===== config.mk =====
export PLATFORM = sky130hd
export DESIGN_NAME = sswe_mix_flat
export DESIGN_NICKNAME = d
export VERILOG_FILES = /design/src/hw/rtl/sswe_pkg.sv /design/src/hw/rtl/sswe_if.sv /design/src/hw/rtl/sswe_mix.sv /design/src/flat_wrapper.sv
export SDC_FILE = /design/constraint.sdc
export NUM_CORES = 2
export LEC_CHECK = 0
export ABC_AREA = 1
export BUFFER_PORTS_ARGS = -buffer_cell sky130_fd_sc_hd__buf_2
export CORE_MARGIN = 3
export CORE_UTILIZATION = 40
export DETAILED_ROUTE_END_ITERATION = 8
export PLACE_DENSITY = 0.64
export SLEW_MARGIN = 0
export SYNTH_ARGS = -nofsm -noshare
export SYNTH_HDL_FRONTEND = slang
export SYNTH_SLANG_ARGS = --single-unit

===== constraint.sdc =====
create_clock -name clk -period 14 [get_ports clk]
set_input_delay 1.4 -clock clk [delete_from_list [all_inputs] [get_ports clk]]
set_output_delay 1.4 -clock clk [all_outputs]
set_load 0.01 [all_outputs]

===== src/hw/rtl/sswe_pkg.sv =====
// Shared constants, types and fixed-point helpers for the stereo shelf EQ.
// No dependencies; every other file of the block imports this package.
package sswe_pkg;

  localparam int SAMPLE_W = 24;
  localparam int ST_W     = 32;
  localparam int FRAC     = ST_W - SAMPLE_W;
  localparam int CF_W     = 16;
  localparam int PROD_W   = ST_W + CF_W + 1;
  localparam int ACC_W    = PROD_W + 1;
  localparam int CFG_W    = 17;
  localparam int GAIN_W   = 14;
  localparam int IDX_W    = 3;

  // register indexes
  localparam logic [IDX_W-1:0] REG_BASS_POLE    = 3'd0;
  localparam logic [IDX_W-1:0] REG_TREBLE_POLE  = 3'd1;
  localparam logic [IDX_W-1:0] REG_MID_FEED     = 3'd2;
  localparam logic [IDX_W-1:0] REG_MID_BACK     = 3'd3;
  localparam logic [IDX_W-1:0] REG_BASS_BLEND   = 3'd4;
  localparam logic [IDX_W-1:0] REG_TREBLE_BLEND = 3'd5;
  localparam logic [IDX_W-1:0] REG_OUT_GAIN     = 3'd6;
  localparam logic [IDX_W-1:0] REG_WIDTH_SOLO   = 3'd7;

  localparam logic [GAIN_W-1:0] GAIN_RESET  = 14'd4096;
  localparam logic [CFG_W-1:0]  WIDTH_RESET = 17'd16384;

  typedef logic signed [ST_W-1:0]   st_t;
  typedef logic signed [PROD_W-1:0] prod_t;
  typedef logic signed [ACC_W-1:0]  acc_t;

  typedef enum logic [3:0] {
    LS_BASS_MUL,
    LS_BASS_UPD,
    LS_SPLIT,
    LS_FEED,
    LS_TREB_MUL,
    LS_TREB_UPD,
    LS_BACK,
    LS_TREB_BLEND,
    LS_TREB_OUT,
    LS_SUM
  } lane_step_t;

  typedef struct packed {
    logic [CF_W-1:0] bass_pole;
    logic [CF_W-1:0] treble_pole;
    logic [CF_W-1:0] mid_feed;
    logic [CF_W-1:0] mid_back;
    logic [CF_W-1:0] bass_blend;
    logic [CF_W-1:0] treble_blend;
    logic            solo;
  } lane_coef_t;

  typedef struct packed {
    logic       load;
    logic       run;
    lane_step_t step;
  } lane_ctl_t;

  function automatic acc_t ext(input st_t v);
    return ACC_W'(v);
  endfunction

  // signed state times unsigned coefficient, exact
  function automatic prod_t mul_c(input st_t v, input logic [CF_W-1:0] c);
    prod_t a;
    prod_t b;
    a = PROD_W'(v);
    b = prod_t'({{(PROD_W-CF_W){1'b0}}, c});
    return a * b;
  endfunction

  // floor division by a power of two
  function automatic acc_t trunc_sh(input prod_t p, input int unsigned s);
    return ACC_W'(p >>> s);
  endfunction

  function automatic acc_t trunc_acc(input acc_t v, input int unsigned s);
    return v >>> s;
  endfunction

  function automatic st_t sat_st(input acc_t v);
    acc_t hi;
    acc_t lo;
    hi = {{(ACC_W-ST_W+1){1'b0}}, {(ST_W-1){1'b1}}};
    lo = ~hi;
    if (v > hi) return hi[ST_W-1:0];
    if (v < lo) return lo[ST_W-1:0];
    return v[ST_W-1:0];
  endfunction

  function automatic logic signed [SAMPLE_W-1:0] sat_smp(input acc_t v);
    acc_t hi;
    acc_t lo;
    hi = {{(ACC_W-SAMPLE_W+1){1'b0}}, {(SAMPLE_W-1){1'b1}}};
    lo = ~hi;
    if (v > hi) return hi[SAMPLE_W-1:0];
    if (v < lo) return lo[SAMPLE_W-1:0];
    return v[SAMPLE_W-1:0];
  endfunction

endpackage


===== src/hw/rtl/sswe_if.sv =====


interface sswe_out_if import sswe_pkg::*; ();
  logic                       valid;
  logic                       ready;
  logic signed [SAMPLE_W-1:0] left_out;
  logic signed [SAMPLE_W-1:0] right_out;
  logic                       block_end;

  modport source (output valid, left_out, right_out, block_end, input ready);
  modport sink   (input valid, left_out, right_out, block_end, output ready);
endinterface


===== src/hw/rtl/sswe_mix.sv =====
// Merge stage: mid/side split, width scaling, output gain and saturation.
// Depends on sswe_pkg and the sswe_out_if interface.
module sswe_mix import sswe_pkg::*; (
  input  logic              clk,
  input  logic              rst,
  input  logic              start,
  input  st_t               wet_l,
  input  st_t               wet_r,
  input  logic              last,
  input  logic [CF_W-1:0]   scale,
  input  logic [GAIN_W-1:0] gain,
  output logic              idle,
  sswe_out_if.source        out_ch
);

  typedef enum logic [2:0] {
    MX_IDLE,
    MX_SCALE,
    MX_SIDE,
    MX_SUM,
    MX_GAIN,
    MX_OUT
  } mix_state_t;

  mix_state_t state;
  st_t        m, sh, sd, a, q;
  prod_t      ps, pl, pr;
  logic       last_q;
  logic       emit;

  assign idle = (state == MX_IDLE);
  // load the output register when it is free or being emptied this cycle
  assign emit = (state == MX_OUT) && (!out_ch.valid || out_ch.ready);

  always_ff @(posedge clk) begin
    if (rst) begin
      state        <= MX_IDLE;
      out_ch.valid <= 1'b0;
    end else begin
      if (emit) out_ch.valid <= 1'b1;
      else if (out_ch.ready) out_ch.valid <= 1'b0;
      case (state)
        MX_IDLE: begin
          if (start) begin
            m      <= sat_st(trunc_acc(ext(wet_l) + ext(wet_r), 1));
            sh     <= sat_st(trunc_acc(ext(wet_l) - ext(wet_r), 1));
            last_q <= last;
            state  <= MX_SCALE;
          end
        end
        MX_SCALE: begin
          ps    <= mul_c(sh, scale);
          state <= MX_SIDE;
        end
        MX_SIDE: begin
          sd    <= sat_st(trunc_sh(ps, 14));
          state <= MX_SUM;
        end
        MX_SUM: begin
          a     <= sat_st(ext(m) + ext(sd));
          q     <= sat_st(ext(m) - ext(sd));
          state <= MX_GAIN;
        end
        MX_GAIN: begin
          pl    <= mul_c(a, CF_W'(gain));
          pr    <= mul_c(q, CF_W'(gain));
          state <= MX_OUT;
        end
        MX_OUT: begin
          // hold here until the output register is free
          if (emit) begin
            out_ch.left_out  <= sat_smp(trunc_sh(pl, 12 + FRAC));
            out_ch.right_out <= sat_smp(trunc_sh(pr, 12 + FRAC));
            out_ch.block_end <= last_q;
            state            <= MX_IDLE;
          end
        end
        default: state <= MX_IDLE;
      endcase
    end
  end

endmodule


===== src/flat_wrapper.sv =====
// flat-port wrapper written by rule: the top's interface ports become plain ports
module sswe_mix_flat import sswe_pkg::*;
  (clk, rst, start, wet_l, wet_r, last, scale, gain, idle, out_ch_valid, out_ch_left_out, out_ch_right_out, out_ch_block_end, out_ch_ready);
  sswe_out_if out_ch_i ();
  input  logic clk;
  input  logic rst;
  input  logic start;
  input  st_t wet_l;
  input  st_t wet_r;
  input  logic last;
  input  logic [CF_W-1:0] scale;
  input  logic [GAIN_W-1:0] gain;
  output logic idle;
  output wire logic [$bits(out_ch_i.valid)-1:0] out_ch_valid;
  output wire logic [$bits(out_ch_i.left_out)-1:0] out_ch_left_out;
  output wire logic [$bits(out_ch_i.right_out)-1:0] out_ch_right_out;
  output wire logic [$bits(out_ch_i.block_end)-1:0] out_ch_block_end;
  input wire logic [$bits(out_ch_i.ready)-1:0] out_ch_ready;
  assign out_ch_valid = out_ch_i.valid;
  assign out_ch_left_out = out_ch_i.left_out;
  assign out_ch_right_out = out_ch_i.right_out;
  assign out_ch_block_end = out_ch_i.block_end;
  assign out_ch_i.ready = out_ch_ready;
  sswe_mix u_core (.clk(clk), .rst(rst), .start(start), .wet_l(wet_l), .wet_r(wet_r), .last(last), .scale(scale), .gain(gain), .idle(idle), .out_ch(out_ch_i));
endmodule

Word-level counts from Yosys, hierarchy flattened
Cells that the tools add are included.
- register bits: 357
- input port bits: 99
- output and inout bits: 51
- word-level logic and storage cells: 145
- add/subtract/negate cells: 4
- multipliers: 3
- magnitude comparators: 14
- eq/ne operators: 7
- muxes and demuxes: 90
- bitwise gates (word level): 1
- reduce and logical (&&, ||, !) cells: 12
- operators with widths (operator ; number):
    two-way mux 32 bit ; 20
    two-way mux 24 bit ; 8
    greater-than comparator 50 x 32 -> 1 bit, second input constant ; 2
    < comparator 50 x 32 -> 1 bit, second input constant ; 2
    multiplier 32 x 15 -> 47 bit ; 2
    adder 32 x 32 -> 33 bit ; 2
    subtractor 32 x 32 -> 33 bit ; 2
    greater-than comparator 32 bit, second input constant ; 2
    < comparator 32 bit, second input constant ; 2
    two-way mux 1 bit ; 59
    greater-than comparator 27 x 24 -> 1 bit, second input constant ; 2
    < comparator 27 x 24 -> 1 bit, second input constant ; 2
    multiplier 32 x 17 -> 49 bit ; 1
    greater-than comparator 35 x 32 -> 1 bit, second input constant ; 1
    < comparator 35 x 32 -> 1 bit, second input constant ; 1
    one-hot mux 3 bit (6 select lines) ; 1
    AND reduction 2 bit ; 5
    == test 3 x 2 -> 1 bit, second input constant ; 2
    == test 3 bit, second input constant ; 2
    two-way mux 3 bit ; 2
    AND reduction 3 bit ; 2
    == test 3 x 1 -> 1 bit, second input constant ; 1
    zero test 3 bit ; 1
    != test 2 x 1 -> 1 bit, second input constant ; 1
    6 further kinds ; 6

Depth between registers and ports, before layout
- depth in word-level cells: 12
- mapped depth: 29
- gate-level depth less buffers: 27

Least setup slack after synthesis
Ideal clock, no wire load.
- path kind: input -> register
- start: input port gain[2]
- end: register u_core.pr[45] (data pin)
- library setup time: 254 ps
- arrival: 6914 ps
- data required time: 13746 ps
- path slack: 6833 ps
- stages on the path: 22
- path buffers: 2
- path through: clkbuf_1 clkbuf_1 nand2_1 fa_1 fa_1 inv_1 fa_1 inv_1 fa_1 inv_1 fa_1 inv_1 fa_1 inv_1 ha_1 inv_1 nor3_1 nand2_1 nor2_1 nand3_1 nand4_1 nand2_1
- cells in the longest elaborated chain, start to end: 1
- ends and longest elaborated chain (item ; RTL line ; text):
    start: declaration ; flat_wrapper.sv:12 ; input logic [GAIN_W-1:0] gain;
    multiplier 32 x 15 -> 47 bit ; sswe_pkg.sv:71 ; return a * b;
    end signal: assignment ; sswe_mix.sv:66 ; pr <= mul_c(q, CF_W'(gain));
    end: declaration ; sswe_mix.sv:27 ; prod_t ps, pl, pr;
Every way passes these cells.
A chain may end at the register's enable or synchronous reset.

Final worst setup path
- start: input port gain[0]
- end: register u_core.pl[44] (data pin)
- cells in the longest elaborated chain, start to end: 1
- ends and longest elaborated chain (item ; RTL line ; text):
    multiplier 32 x 15 -> 47 bit ; sswe_pkg.sv:71 ;
    end signal: assignment ; sswe_mix.sv:65 ; pl <= mul_c(a, CF_W'(gain));
    end: declaration ; sswe_mix.sv:27 ;
Every way passes these cells.

==> results.md <==
- # Max-Cap Violations: 0
- Worst Path Arrival: 7810 ps
- Cts hold-fix bufs: 0
- GRT Residual Overflow: 0
- Yosys cell types: 46
- Post-CTS Setup Inserts: 0
- All-Layer GR Usage: 22.9%
- Post-route setup TNS: 0 ps
- Top cell by count, worst path: fa_1
- GP Congestion: 0.939
- Drt total wl: 207,000 um
- Crit path capture type: register
- Post-synth EDFFs: 299
- TritonCTS Buffers: 42
- RSZ-0062 raised after global routing: false
- # fillers: 18,168
- FF-to-FF path depth: 20
- # DRC: 0
- Max clock buf depth: 3
- Die area: 185,000 um2
- Initial drt markers: 3,881
- Worst Min Path Start: u_core.last_q$_DFFE_PP_
- H-tree depth: 2
- Average cell area after synthesis: 7.46 um2
- CP Class: input port to register
- # rows: 155
- Most frequent cells in the layout: 2,914 x inv_1, 2,706 x nand2_1, 1,309 x fa_1, 471 x nor2_1, 449 x ha_1
- Area growth, synth to finish: 5.61%
- Clock root cell: clkbuf_16
- Vias per std cell: 4.86
- Final hold slack: 418 ps
- Yosys top cell by area: fa_1
- Vias in the first global route: 61,640
- Clock-pin slew of the registers on the worst-case setup and hold paths: 60 ps
- Flop2flop setup slack: 7230 ps
- Io pins: 150
- Synth Flop Type: edfxtp_1
- Height of the die: 430 um
- DP HPWL: 168,000 um
- WP data required: 14,370 ps
- Dominant cells by area after synthesis: fa_1 36%, inv_1 15%, nand2_1 14%
- Crit path time final: 7440 ps
- # diodes: 0
- Initial antenna violation count: 2
- Worst-margin pin slew: 1200 ps
- CTS tree: yes
- Critical path peak fanout: 52
- Synth async-reset ratio: 0%
- Netlist Area Pre-Place: 71,900 um2
- Layout cells sized above 1: 3.36%
- Post-CTS sizing: 0
- Hold Path Cell Cnt: 0
- Vias: 57,941
- Number of port buffers: 149
- Hold/Removal Path Class: register to register
- Status: completed
- Largest delay share family, worst path: adder cells
- Synth Instances: 9,646
- Seq. cell area: 9060 um2
- Post-synth top area share: 36.4%
- First-pass GRT wire length: 335,000 um
- Final period utilization: 53.1%
- Clock Skew: 45.9 ps
- Critical R2R Launch: u_core.a[31]$_SDFFCE_PN0P_
- Crit path largest cell delay: 680 ps
- Routed len/inst: 17.4 um
- Final ANT Viol Nets: 0
- Most common cell after layout, fill and taps aside: inv_1
- Die width: 430 um
- Yosys reg bits: 303
- Critical-path cell list: buf_2, buf_4, nand2_1, fa_1, inv_1, fa_1, inv_1, fa_1, inv_1, fa_1, fa_1, inv_1, fa_1, inv_1, ha_1, nand2_1, nor2_1, nand2_1, nor3_1, o21ai_0, nand4_1, nand2_1
- TritonCTS Sinks: 303
- Core footprint: 179,000 um2
- Number of synthesis warnings: 0
- Syn_nets: 11,503
- Startpoint Class: input port
- Reg2reg end: u_core.pl[44]$_DFFE_PP_
- Drt first pass iters: 6
- Fin. Hold Viols: 0
- Footprint of the multi-input gates: 50,500 um2
- Seq/Total Area, Yosys: 12.6%
- Buf/Inv on CP: 7
- Initial Util: 40.3%
- Worst Hold Path EP: u_core.out_ch.block_end$_DFFE_PP_
- Peak Freq: 134 MHz
- Worst-Skew Late Latency: 640 ps
- Setup violators final: 0
- Final slew viol count: 0
- Final #Nets: 11,383
- Critical path's slowest cell: fa_1
- Relative slew margins: 19.9%
- Largest net degree at the start of global routing: 65
[how the worst max path moves through the flow]
stage	from	to	slack, ps	cells past startpoint
floorplan	gain[2]	u_core.pr[45]$_DFFE_PP_	6830	22
global route	gain[0]	u_core.pl[44]$_DFFE_PP_	6130	23
detailed placement	gain[0]	u_core.pl[44]$_DFFE_PP_	5900	22
finish	gain[0]	u_core.pl[44]$_DFFE_PP_	6560	22
global placement	gain[0]	u_core.pl[46]$_DFFE_PP_	5950	24
CTS	gain[0]	u_core.pl[44]$_DFFE_PP_	6540	22
[stage by stage]
step	setup slack, ps	util, %	cell area [um2]	instances
finish	6560	42.5	76000	11914
global route	6130	42.5	76000	11914
CTS	6540	42.5	76000	11914
global placement	5950	41.7	74500	11837
floorplan	6830	-	71900	9646
detailed placement	5900	41.7	74500	11837
[kinds of logic (layout without fill, tap and decap cells)]
family	count (synthesis)	in the layout	synth area share (%)
simple gates	3546	3546	19.4
buf+inv	3280	3193	17.3
flops	303	303	12.6
compound gates	617	617	4.81
xor+xnor	142	142	1.73
fa+ha+maj	1758	1758	44.2
[state kept, by name, indices dropped and copies added (netlist names)]
register,flops
u_core.ps,35
u_core.q,32
u_core.out_ch.right_out,24
u_core.sh,32
u_core.out_ch.left_out,24
u_core.pl,27
u_core.out_ch.valid,1
u_core.out_ch.block_end,1
u_core.sd,32
u_core.a,32
u_core.pr,27
u_core.last_q,1
u_core.m,32
u_core.state,3
[synthesized netlist by cell type (all sizes together), types with 16 or more instances]
library cell  count
a21boi           16
a21o             21
a21oi           311
buf              59
clkbuf          286
edfxtp          299
fa             1309
ha              449
inv            2935
nand2          2721
nand3           202
nand4            53
nor2            484
nor3             54
o21a             25
o21ai           168
o21bai           44
xnor2            33
xor2            109
[final cells by class]
class | count | share of cell area [%]
clock buffers | 44 | 1.39
clock inverters | 33 | 0.519
inverters | 2935 | 14.5
multi-input cells | 6063 | 66.5
flip-flops and latches | 303 | 11.9
well taps | 2355 | 3.88
repair buffers | 181 | 1.30
[worst register-to-register path: stages (launching register included)]
cell and delay [ps]:
edfxtp_1 850, nand2_1 400, fa_1 680, inv_1 150
fa_1 670, inv_1 190, fa_1 520, inv_1 50
fa_1 460, fa_1 550, inv_1 50, fa_1 500
inv_1 50, ha_1 430, nand2_1 140, nor2_1 210
nand2_1 130, nor3_1 180, o21ai_0 140, nand4_1 140
nand2_1 50
[layer usage]
layer  vias to the layer above  global-route usage [%]  wire length [um]
met4                         0                    6.51              6250
met3                       321                    2.93             13600
met1                     28467                    30.7             88500
met5                         -                       0                 0
li1                      27316                       -                 -
met2                      1837                    38.7             98600
Power is left out: the tool's default activity adds up to more than one toggle a clock period on the data nets, which glitch-free logic cannot reach.
